`config.mk`:
```
export PLATFORM = sky130hd
export DESIGN_NAME = hsv_to_bgr_pixel_converter_flat
export DESIGN_NICKNAME = d
export VERILOG_FILES = /design/src/sv/hsvbgr_pkg.sv /design/src/sv/hsvbgr_if.sv /design/src/sv/hsv_to_bgr_pixel_converter.sv /design/src/sv/hsvbgr_front.sv /design/src/sv/hsvbgr_back.sv /design/src/flat_wrapper.sv
export SDC_FILE = /design/constraint.sdc
export NUM_CORES = 2
export LEC_CHECK = 0
export BUFFER_PORTS_ARGS = -buffer_cell sky130_fd_sc_hd__buf_2
export CORE_ASPECT_RATIO = 1.2
export CORE_MARGIN = 1.5
export CORE_UTILIZATION = 45
export CTS_BUF_LIST = sky130_fd_sc_hd__clkbuf_16
export CTS_CLUSTER_SIZE = 16
export DETAILED_ROUTE_END_ITERATION = 7
export HOLD_SLACK_MARGIN = 0.12
export SLEW_MARGIN = 10
export SYNTH_ARGS = -nofsm -noshare
export SYNTH_HDL_FRONTEND = slang
export SYNTH_SLANG_ARGS = --single-unit
```
`constraint.sdc`:
```
create_clock -name clk_i -period 12.8 [get_ports clk_i]
set_clock_uncertainty 0.15 [all_clocks]
set_input_delay 1.28 -clock clk_i [delete_from_list [all_inputs] [get_ports clk_i]]
set_output_delay 1.28 -clock clk_i [all_outputs]
set_load 0.05 [all_outputs]
```
`src/sv/hsvbgr_pkg.sv`:
```
package hsvbgr_pkg;

  // Full-scale levels
  localparam logic [7:0]  FULL8  = 8'd255;
  localparam logic [15:0] FULL16 = 16'd65025;

  // Half-up rounding offsets: floor((2N + D) / 2D) = floor((N + floor(D/2)) / D)
  localparam logic [7:0]  RND8  = 8'd127;
  localparam logic [15:0] RND16 = 16'd32512;

  // Reciprocals of 255: exact for dividends below 2^16 and 2^24 respectively
  localparam logic [16:0] RECIP_LO       = 17'd65794;     // ceil(2^24 / 255)
  localparam int          RECIP_LO_SHIFT = 24;
  localparam logic [25:0] RECIP_HI       = 26'd33686019;  // ceil(2^33 / 255)
  localparam int          RECIP_HI_SHIFT = 33;

  // Hue sector boundaries on 6*hue
  localparam logic [10:0] EDGE_1 = 11'd255;
  localparam logic [10:0] EDGE_2 = 11'd510;
  localparam logic [10:0] EDGE_3 = 11'd765;
  localparam logic [10:0] EDGE_4 = 11'd1020;
  localparam logic [10:0] EDGE_5 = 11'd1275;
  localparam logic [10:0] EDGE_6 = 11'd1530;

  // Sector codes
  localparam logic [2:0] SECTOR_0 = 3'd0;
  localparam logic [2:0] SECTOR_1 = 3'd1;
  localparam logic [2:0] SECTOR_2 = 3'd2;
  localparam logic [2:0] SECTOR_3 = 3'd3;
  localparam logic [2:0] SECTOR_4 = 3'd4;
  localparam logic [2:0] SECTOR_5 = 3'd5;

  // After hue decode
  typedef struct packed {
    logic [7:0]  sat;
    logic [7:0]  val;
    logic        last;
    logic [2:0]  sector;
    logic [7:0]  rem;
    logic [15:0] num_p;
  } stage1_t;

  // After saturation weights
  typedef struct packed {
    logic [7:0]  val;
    logic        last;
    logic        sat_zero;
    logic [2:0]  sector;
    logic [15:0] num_p;
    logic [15:0] wgt_q;
    logic [15:0] wgt_t;
  } stage2_t;

  // After level products and p rounding
  typedef struct packed {
    logic [7:0]  val;
    logic        last;
    logic        sat_zero;
    logic [2:0]  sector;
    logic [8:0]  lvl_p;
    logic [23:0] num_q;
    logic [23:0] num_t;
  } stage3_t;

  // After first division by 255
  typedef struct packed {
    logic [7:0]  val;
    logic        last;
    logic        sat_zero;
    logic [2:0]  sector;
    logic [8:0]  lvl_p;
    logic [15:0] quo_q;
    logic [15:0] quo_t;
  } stage4_t;

  // Finished pixel
  typedef struct packed {
    logic [7:0] blue;
    logic [7:0] green;
    logic [7:0] red;
    logic       last;
  } pixel_t;

  // Saturate a level to one byte
  function automatic logic [7:0] clip8(input logic [8:0] lvl);
    logic [7:0] res;
    res = lvl[8] ? FULL8 : lvl[7:0];
    return res;
  endfunction

endpackage

```
`src/sv/hsvbgr_if.sv`:
```
interface hsvbgr_hsv_if;
  logic       valid;
  logic       ready;
  logic [7:0] hue;
  logic [7:0] saturation;
  logic [7:0] brightness;
  logic       last_in;

  modport source (output valid, output hue, output saturation, output brightness,
                  output last_in, input ready);
  modport sink   (input valid, input hue, input saturation, input brightness,
                  input last_in, output ready);
endinterface

interface hsvbgr_bgr_if;
  logic       valid;
  logic       ready;
  logic [7:0] blue;
  logic [7:0] green;
  logic [7:0] red;
  logic       last_out;

  modport source (output valid, output blue, output green, output red,
                  output last_out, input ready);
  modport sink   (input valid, input blue, input green, input red,
                  input last_out, output ready);
endinterface

```
`src/sv/hsv_to_bgr_pixel_converter.sv`:
```
// HSV to BGR pixel converter. Takes one 8-bit hue/saturation/value pixel per
// clock while the stages have room and returns blue, green and red bytes,
// with the last flag carried alongside. The five register stages are: hue
// sector decode, saturation weights, level products, a first and a second
// reciprocal divide by 255; the output register is the last stage. Each
// stage holds its item only while the stage after it is full, so bubbles
// are squeezed out and input stays ready while the output waits, until all
// five stages hold items. Levels are rounded half up from the exact ratios.
module hsv_to_bgr_pixel_converter (
  input logic                clk_i,
  input logic                rst_ni,
  hsvbgr_hsv_if.sink         hsv_i,
  hsvbgr_bgr_if.source       bgr_o
);
  import hsvbgr_pkg::*;

  logic    mid_valid;
  logic    mid_ready;
  stage2_t mid_data;
  pixel_t  pix;

  hsvbgr_front u_front (
    .clk_i   (clk_i),
    .rst_ni  (rst_ni),
    .valid_i (hsv_i.valid),
    .ready_o (hsv_i.ready),
    .hue_i   (hsv_i.hue),
    .sat_i   (hsv_i.saturation),
    .val_i   (hsv_i.brightness),
    .last_i  (hsv_i.last_in),
    .valid_o (mid_valid),
    .ready_i (mid_ready),
    .data_o  (mid_data)
  );

  hsvbgr_back u_back (
    .clk_i   (clk_i),
    .rst_ni  (rst_ni),
    .valid_i (mid_valid),
    .ready_o (mid_ready),
    .data_i  (mid_data),
    .valid_o (bgr_o.valid),
    .ready_i (bgr_o.ready),
    .data_o  (pix)
  );

  assign bgr_o.blue     = pix.blue;
  assign bgr_o.green    = pix.green;
  assign bgr_o.red      = pix.red;
  assign bgr_o.last_out = pix.last;

  // An empty output stage must leave the input open
  assert property (@(posedge clk_i) disable iff (!rst_ni)
    !bgr_o.valid |-> hsv_i.ready)
    else $error("input blocked with empty output stage");

  // Input may only stall behind a stalled output
  assert property (@(posedge clk_i) disable iff (!rst_ni)
    !hsv_i.ready |-> (bgr_o.valid && !bgr_o.ready))
    else $error("input stalled without output backpressure");

  // One channel always carries the brightest level
  assert property (@(posedge clk_i) disable iff (!rst_ni)
    bgr_o.valid |->
      ((bgr_o.blue >= bgr_o.green && bgr_o.blue >= bgr_o.red) ||
       (bgr_o.green >= bgr_o.blue && bgr_o.green >= bgr_o.red) ||
       (bgr_o.red >= bgr_o.blue && bgr_o.red >= bgr_o.green)))
    else $error("no channel at the peak level");

  // Handoff between front and back must not lose the item
  assert property (@(posedge clk_i) disable iff (!rst_ni)
    (mid_valid && !mid_ready) |=> mid_valid)
    else $error("stalled item dropped between stages");

endmodule

```
`src/sv/hsvbgr_front.sv`:
```
module hsvbgr_front (
  input  logic                clk_i,
  input  logic                rst_ni,
  input  logic                valid_i,
  output logic                ready_o,
  input  logic [7:0]          hue_i,
  input  logic [7:0]          sat_i,
  input  logic [7:0]          val_i,
  input  logic                last_i,
  output logic                valid_o,
  input  logic                ready_i,
  output hsvbgr_pkg::stage2_t data_o
);
  import hsvbgr_pkg::*;

  logic          s1_valid_q;
  stage1_t       s1_q, s1_d;
  logic          s1_ready;
  logic          s2_valid_q;
  stage2_t       s2_q, s2_d;
  logic          s2_ready;
  logic [10:0]   six_h;
  logic [10:0]   base;
  logic [10:0]   rem_full;
  logic [15:0]   prod_q;
  logic [15:0]   prod_t;

  assign s2_ready = !s2_valid_q || ready_i;
  assign s1_ready = !s1_valid_q || s2_ready;
  assign ready_o  = s1_ready;

  // Split hue into sector and remainder
  assign six_h    = {1'b0, hue_i, 2'b00} + {2'b00, hue_i, 1'b0};

  always_comb begin
    s1_d.sector = SECTOR_0;
    base        = '0;
    if (six_h >= EDGE_6) begin
      s1_d.sector = SECTOR_0;
      base        = EDGE_6;
    end else if (six_h >= EDGE_5) begin
      s1_d.sector = SECTOR_5;
      base        = EDGE_5;
    end else if (six_h >= EDGE_4) begin
      s1_d.sector = SECTOR_4;
      base        = EDGE_4;
    end else if (six_h >= EDGE_3) begin
      s1_d.sector = SECTOR_3;
      base        = EDGE_3;
    end else if (six_h >= EDGE_2) begin
      s1_d.sector = SECTOR_2;
      base        = EDGE_2;
    end else if (six_h >= EDGE_1) begin
      s1_d.sector = SECTOR_1;
      base        = EDGE_1;
    end
    rem_full   = six_h - base;
    s1_d.rem   = rem_full[7:0];
    s1_d.sat   = sat_i;
    s1_d.val   = val_i;
    s1_d.last  = last_i;
    s1_d.num_p = 16'(val_i) * 16'(FULL8 - sat_i);
  end

  // Form the saturation weights for q and t
  assign prod_q = 16'(s1_q.sat) * 16'(s1_q.rem);
  assign prod_t = 16'(s1_q.sat) * 16'(FULL8 - s1_q.rem);

  always_comb begin
    s2_d.val      = s1_q.val;
    s2_d.last     = s1_q.last;
    s2_d.sat_zero = (s1_q.sat == '0);
    s2_d.sector   = s1_q.sector;
    s2_d.num_p    = s1_q.num_p;
    s2_d.wgt_q    = FULL16 - prod_q;
    s2_d.wgt_t    = FULL16 - prod_t;
  end

  // Advance valid bits when the next stage has room
  always_ff @(posedge clk_i or negedge rst_ni) begin
    if (!rst_ni) begin
      s1_valid_q <= 1'b0;
      s2_valid_q <= 1'b0;
    end else begin
      if (s1_ready) s1_valid_q <= valid_i;
      if (s2_ready) s2_valid_q <= s1_valid_q;
    end
  end

  // Load payload with each accepted item
  always_ff @(posedge clk_i) begin
    if (valid_i && s1_ready) s1_q <= s1_d;
    if (s1_valid_q && s2_ready) s2_q <= s2_d;
  end

  assign valid_o = s2_valid_q;
  assign data_o  = s2_q;

endmodule

```
`src/sv/hsvbgr_back.sv`:
```
module hsvbgr_back (
  input  logic                clk_i,
  input  logic                rst_ni,
  input  logic                valid_i,
  output logic                ready_o,
  input  hsvbgr_pkg::stage2_t data_i,
  output logic                valid_o,
  input  logic                ready_i,
  output hsvbgr_pkg::pixel_t  data_o
);
  import hsvbgr_pkg::*;

  logic          s3_valid_q, s4_valid_q, s5_valid_q;
  logic          s3_ready, s4_ready, s5_ready;
  stage3_t       s3_q, s3_d;
  stage4_t       s4_q, s4_d;
  pixel_t        s5_q, s5_d;
  logic [15:0]   rnd_p;
  logic [32:0]   prod_p;
  logic [23:0]   rnd_q, rnd_t;
  logic [49:0]   prod_q, prod_t;
  logic [32:0]   prod_q2, prod_t2;
  logic [7:0]    lvl_v, lvl_p, lvl_q, lvl_t;

  assign s5_ready = !s5_valid_q || ready_i;
  assign s4_ready = !s4_valid_q || s5_ready;
  assign s3_ready = !s3_valid_q || s4_ready;
  assign ready_o  = s3_ready;

  // Level products; finish p with one divide by 255
  assign rnd_p  = data_i.num_p + 16'(RND8);
  assign prod_p = 33'(rnd_p) * 33'(RECIP_LO);

  always_comb begin
    s3_d.val      = data_i.val;
    s3_d.last     = data_i.last;
    s3_d.sat_zero = data_i.sat_zero;
    s3_d.sector   = data_i.sector;
    s3_d.lvl_p    = prod_p[RECIP_LO_SHIFT+8:RECIP_LO_SHIFT];
    s3_d.num_q    = 24'(data_i.val) * 24'(data_i.wgt_q);
    s3_d.num_t    = 24'(data_i.val) * 24'(data_i.wgt_t);
  end

  // First divide by 255 of q and t
  assign rnd_q  = s3_q.num_q + 24'(RND16);
  assign rnd_t  = s3_q.num_t + 24'(RND16);
  assign prod_q = 50'(rnd_q) * 50'(RECIP_HI);
  assign prod_t = 50'(rnd_t) * 50'(RECIP_HI);

  always_comb begin
    s4_d.val      = s3_q.val;
    s4_d.last     = s3_q.last;
    s4_d.sat_zero = s3_q.sat_zero;
    s4_d.sector   = s3_q.sector;
    s4_d.lvl_p    = s3_q.lvl_p;
    s4_d.quo_q    = prod_q[RECIP_HI_SHIFT+15:RECIP_HI_SHIFT];
    s4_d.quo_t    = prod_t[RECIP_HI_SHIFT+15:RECIP_HI_SHIFT];
  end

  // Second divide by 255, clip and route levels to channels
  assign prod_q2 = 33'(s4_q.quo_q) * 33'(RECIP_LO);
  assign prod_t2 = 33'(s4_q.quo_t) * 33'(RECIP_LO);
  assign lvl_v   = s4_q.val;
  assign lvl_p   = clip8(s4_q.lvl_p);
  assign lvl_q   = clip8(prod_q2[RECIP_LO_SHIFT+8:RECIP_LO_SHIFT]);
  assign lvl_t   = clip8(prod_t2[RECIP_LO_SHIFT+8:RECIP_LO_SHIFT]);

  always_comb begin
    s5_d.last = s4_q.last;
    case (s4_q.sector)
      SECTOR_0: begin
        s5_d.blue = lvl_p; s5_d.green = lvl_t; s5_d.red = lvl_v;
      end
      SECTOR_1: begin
        s5_d.blue = lvl_p; s5_d.green = lvl_v; s5_d.red = lvl_q;
      end
      SECTOR_2: begin
        s5_d.blue = lvl_t; s5_d.green = lvl_v; s5_d.red = lvl_p;
      end
      SECTOR_3: begin
        s5_d.blue = lvl_v; s5_d.green = lvl_q; s5_d.red = lvl_p;
      end
      SECTOR_4: begin
        s5_d.blue = lvl_v; s5_d.green = lvl_p; s5_d.red = lvl_t;
      end
      default: begin
        s5_d.blue = lvl_q; s5_d.green = lvl_p; s5_d.red = lvl_v;
      end
    endcase
    // Gray pixel: every channel at brightness
    if (s4_q.sat_zero) begin
      s5_d.blue  = lvl_v;
      s5_d.green = lvl_v;
      s5_d.red   = lvl_v;
    end
  end

  // Advance valid bits when the next stage has room
  always_ff @(posedge clk_i or negedge rst_ni) begin
    if (!rst_ni) begin
      s3_valid_q <= 1'b0;
      s4_valid_q <= 1'b0;
      s5_valid_q <= 1'b0;
    end else begin
      if (s3_ready) s3_valid_q <= valid_i;
      if (s4_ready) s4_valid_q <= s3_valid_q;
      if (s5_ready) s5_valid_q <= s4_valid_q;
    end
  end

  // Load payload with each moving item
  always_ff @(posedge clk_i) begin
    if (valid_i && s3_ready) s3_q <= s3_d;
    if (s3_valid_q && s4_ready) s4_q <= s4_d;
    if (s4_valid_q && s5_ready) s5_q <= s5_d;
  end

  assign valid_o = s5_valid_q;
  assign data_o  = s5_q;

endmodule
```
`src/flat_wrapper.sv`:
```
// flat-port wrapper written by rule: the top's interface ports become plain ports
module hsv_to_bgr_pixel_converter_flat import hsvbgr_pkg::*;
  (clk_i, rst_ni, hsv_i_valid, hsv_i_hue, hsv_i_saturation, hsv_i_brightness, hsv_i_last_in, hsv_i_ready, bgr_o_valid, bgr_o_blue, bgr_o_green, bgr_o_red, bgr_o_last_out, bgr_o_ready);
  hsvbgr_hsv_if hsv_i_i ();
  hsvbgr_bgr_if bgr_o_i ();
  input logic clk_i;
  input logic rst_ni;
  input wire logic [$bits(hsv_i_i.valid)-1:0] hsv_i_valid;
  input wire logic [$bits(hsv_i_i.hue)-1:0] hsv_i_hue;
  input wire logic [$bits(hsv_i_i.saturation)-1:0] hsv_i_saturation;
  input wire logic [$bits(hsv_i_i.brightness)-1:0] hsv_i_brightness;
  input wire logic [$bits(hsv_i_i.last_in)-1:0] hsv_i_last_in;
  output wire logic [$bits(hsv_i_i.ready)-1:0] hsv_i_ready;
  output wire logic [$bits(bgr_o_i.valid)-1:0] bgr_o_valid;
  output wire logic [$bits(bgr_o_i.blue)-1:0] bgr_o_blue;
  output wire logic [$bits(bgr_o_i.green)-1:0] bgr_o_green;
  output wire logic [$bits(bgr_o_i.red)-1:0] bgr_o_red;
  output wire logic [$bits(bgr_o_i.last_out)-1:0] bgr_o_last_out;
  input wire logic [$bits(bgr_o_i.ready)-1:0] bgr_o_ready;
  assign hsv_i_i.valid = hsv_i_valid;
  assign hsv_i_i.hue = hsv_i_hue;
  assign hsv_i_i.saturation = hsv_i_saturation;
  assign hsv_i_i.brightness = hsv_i_brightness;
  assign hsv_i_i.last_in = hsv_i_last_in;
  assign hsv_i_ready = hsv_i_i.ready;
  assign bgr_o_valid = bgr_o_i.valid;
  assign bgr_o_blue = bgr_o_i.blue;
  assign bgr_o_green = bgr_o_i.green;
  assign bgr_o_red = bgr_o_i.red;
  assign bgr_o_last_out = bgr_o_i.last_out;
  assign bgr_o_i.ready = bgr_o_ready;
  hsv_to_bgr_pixel_converter u_core (.clk_i(clk_i), .rst_ni(rst_ni), .hsv_i(hsv_i_i), .bgr_o(bgr_o_i));
endmodule
```
==> flow_results.org <==
** Run status
- The run finished with clean final reports.

** Route
- DR vias/cell :: 5.222
- After the first detailed-routing iteration, the DRC count stood at 1065.
- Average routed wire per standard cell :: 15.21 microns
- Vias after detailed routing :: 24430
- Post-DRT Antenna Nets :: 0
- WL final :: 71150 microns
- Residual DRC :: 0
- First-pass iteration count of the detailed router :: 5

** Placed design
- Detailed placement ended at an HPWL of 58920 microns.
- GPL Wtd Cong :: 0.8748
- During placement, the flow inserted port buffers numbering 55.
- Before CTS, the worst setup slack after placement is 4.977 ns.

** Clock network
- The clock passes through at most 3 buffers.
- Worst-skew pair later-pin latency :: 0.60 ns
- In this run the post-CTS setup repair buffer count came out at 0.
- H-Tree Depth :: 1
- TritonCTS built the clock tree.
- After clock tree synthesis, the clock-pin slew on the worst setup and hold paths is 0.06 ns.
- CTS resizes :: 0
- Hold-fix buffer count after cts :: 0
- The clock drives 259 sinks.
- Counting the buffers created by CTS gives 29.
- Clk root buf :: clkbuf_16

** Synthesis
- Total standard cell area after synthesis :: 36220 sq um
- Share of flip-flops with an asynchronous set or reset after synthesis :: 0.01931
- Sequential element share of the synthesized area :: 0.2141
- A synthesized cell averages 10.11 sq um.
- For this run, the number of Yosys warnings is 0.
- In this run, synthesis produced a sequential element count of 259.
- Number of enable-type register cells in the synthesized netlist :: 254
- The cell count after synthesis came out at 3582.
- Synthesis produced a netlist with a net count of 4756.
- For this run, the leading register cell type out of synthesis is edfxtp_1.
- Unique cell type count in the Yosys netlist :: 86

** Final layout
- In the layout the commonest cells are ha_1, inv_1, fa_1.
- 0 antenna diodes ended up in the layout.
- Layout overhead on the synthesized area :: 6.557%
- Fillers :: 7414
- Across the whole layout, storage elements account for 7752 sq um.
- Fraction of final layout cells with drive strength greater than 1 :: 0.04091
- Most frequent standard cell in the layout excluding fill and tap cells :: ha_1
- In the final layout, the multi-input gates occupy 25960 sq um.
- The net count of the finished layout is 4794.

** Floorplan
- In this run the standard cell core region covers 79460 sq um.
- IO Pins :: 56
- Measured along the y axis, the die boundary spans 313.8 microns.
- Initial core utilization :: 0.4558
- Die area :: 82200 sq um
- In this run the core area contains 113 standard-cell rows.
- From left edge to right edge, the die measures 262.0 microns.

** STA
- Total negative slack for setup checks :: 0 ns
- Post-layout min period :: 7.804 ns
- Of the available clock period, the critical path in the final layout requires 0.6097.
- For the pin with the worst max-slew slack, the measured transition is 1.098 ns.
- Number of setup violations in the final report :: 0
- The total count of max-transition violations in the final report was 0.
- Measured against its own limit, the worst slew margin works out to 0.2683.
- The total count of hold-check failures in the final report was 0.
- Fin worst setup slack :: 4.996 ns
- Unrepaired setup endpoints after global routing :: no
- Maximum achievable frequency :: 128.1 MHz

** Global routing
- The first global-routing pass estimated 121500 microns of wire.
- Entering global routing, the biggest net connects 71 pins.
- In the global route stage, overall resource usage came out at 0.1792.
- The number of antenna violations at the first check in global routing was 0.
- The via count of the first global-routing pass is 25010.
- Remaining global-route overflow :: 0

** Critical path
- Required time of the worst setup path :: 12.98 ns
- The worst setup path is captured at a register.
- Along the worst path, the maximum fanout reaches 5.
- Startpoint kind of the worst setup timing path :: register
- The worst setup path is of the register to register kind.
- At the worst endpoint, the arrival time is 7.98 ns.
- For flop-to-flop paths, the worst setup slack is 5.00 ns.

** Worst hold path
- Class of the worst hold path :: register to register

** Run
- Maximum Capacitance Violations :: 0
==> registers in the layout, summed over array words and instances (netlist names) <==
| name | cells |
|---|---|
| u_core.u_front.valid_o | 1 |
| u_core.u_back.s3_q | 70 |
| u_core.u_back.s3_valid_q | 1 |
| u_core.u_back.lvl_v | 8 |
| u_core.u_back.data_o | 25 |
| u_core.u_back.s4_q | 46 |
| u_core.u_front.data_o | 61 |
| u_core.u_back.valid_o | 1 |
| u_core.u_front.s1_valid_q | 1 |
| u_core.u_back.s4_valid_q | 1 |
| u_core.u_front.s1_q | 44 |
==> Yosys cell counts (6+ instances only) <==
master      n  area share
a211o_1     6      0.0015
a211oi_1   16      0.0033
a21boi_0   10      0.0021
a21o_1     40      0.0083
a21oi_1   113       0.016
a221oi_1   11      0.0027
a22oi_1     7      0.0015
a31o_2      6      0.0015
a31oi_1    17      0.0029
and2_1    172       0.030
and3_1     15      0.0026
buf_1       6     0.00062
clkbuf_1   53      0.0055
edfxtp_1  254        0.21
fa_1      348        0.19
ha_1      797        0.28
inv_1     608       0.063
nand2_1   264       0.027
nand2b_1   88       0.015
nand3_1    42      0.0058
nand4_1    19      0.0033
nor2_1    128       0.013
nor2b_1    82       0.014
nor3_1     46      0.0064
nor3b_1     6      0.0012
o211ai_1   13      0.0027
o21a_1     18      0.0037
o21ai_0    84       0.012
o21ai_1     6     0.00083
o21bai_1   12      0.0025
o22ai_1     7      0.0012
o31ai_1    12      0.0025
or2_2      12      0.0021
or3_1       9      0.0016
or4_1       6      0.0012
xnor2_1    98       0.024
xor2_1     51       0.012
==> path summary, 6_finish.rpt <==
kind / cells after the start / startpoint / to
setup / recovery: 24 / u_core.u_back.s3_q[35] / u_core.u_back.s4_q[30]
hold / removal: 0 / u_core.u_back.s3_q[63] / u_core.u_back.lvl_v[1]
setup reg to reg: 24 / u_core.u_back.s3_q[35] / u_core.u_back.s4_q[30]
hold reg to reg: 0 / u_core.u_back.s3_q[63] / u_core.u_back.lvl_v[1]
max in group asynchronous: 1 / rst_ni / u_core.u_front.valid_o
min in group asynchronous: 1 / rst_ni / u_core.u_back.valid_o
==> per-layer routing <==
| layer | part of all wire | vias to the layer above | global-route usage | wire length (microns) |
|---|---|---|---|---|
| met5 | 0 | - | 0 | 0 |
| met4 | 0.014 | 0 | 0.03494 | 1028 |
| met3 | 0.025 | 66 | 0.01250 | 1746 |
| met2 | 0.50 | 322 | 0.3259 | 35740 |
| met1 | 0.46 | 11860 | 0.2330 | 32630 |
| li1 | - | 12180 | - | - |
==> worst max-delay path: stages (launching register included) <==
cell	delay (ns)
edfxtp_1	0.42
nor4_1	0.38
nor4b_1	0.71
nor2_1	0.11
xor2_1	0.52
ha_1	0.34
ha_1	0.20
ha_1	0.19
ha_1	0.26
inv_1	0.05
fa_1	0.53
inv_1	0.05
fa_1	0.46
ha_1	0.29
ha_1	0.30
nand4_1	0.12
or4_1	0.54
a31o_2	0.22
a31o_2	0.23
a211oi_1	0.52
o31a_1	0.23
o41a_1	0.22
a41oi_1	0.25
nor2_1	0.18
xnor2_1	0.08
==> area by class of cell <==
class,count,area share
clock buffers,29,0.01880
flip-flops and latches,259,0.2009
multi-input cells,2654,0.6727
well taps,1035,0.03356
clock inverters,24,0.005350
inverters,609,0.05924
repair buffers,67,0.009467
==> logic make-up after synthesis <==
logic type               count (synthesis)  share of synthesized area
buffers and inverters                  669                    0.06937
multiplexers                             7                   0.002038
AO/OA/AOI/OAI                          443                    0.08216
flip-flops                             259                     0.2141
XOR/XNOR                               149                    0.03603
AND/OR/NAND/NOR                        910                     0.1286
adder cells (fa/ha/maj)               1145                     0.4677
==> per-stage QoR <==
stage | instances | utilization | hold WS [ns] | area, sq um
2_1_floorplan | 3582 | - | 0.2503 | 36220
3_3_place_gp | 4624 | 0.4739 | 0.2515 | 37660
3_5_place_dp | 4624 | 0.4739 | 0.2545 | 37660
4_1_cts | 4677 | 0.4857 | 0.2679 | 38590
5_1_grt | 4677 | 0.4857 | 0.2714 | 38590
6_report | 4677 | 0.4857 | 0.2665 | 38590
Power is left out: the tool's default activity adds up to more than one toggle a clock period on the data nets, which glitch-free logic cannot reach.
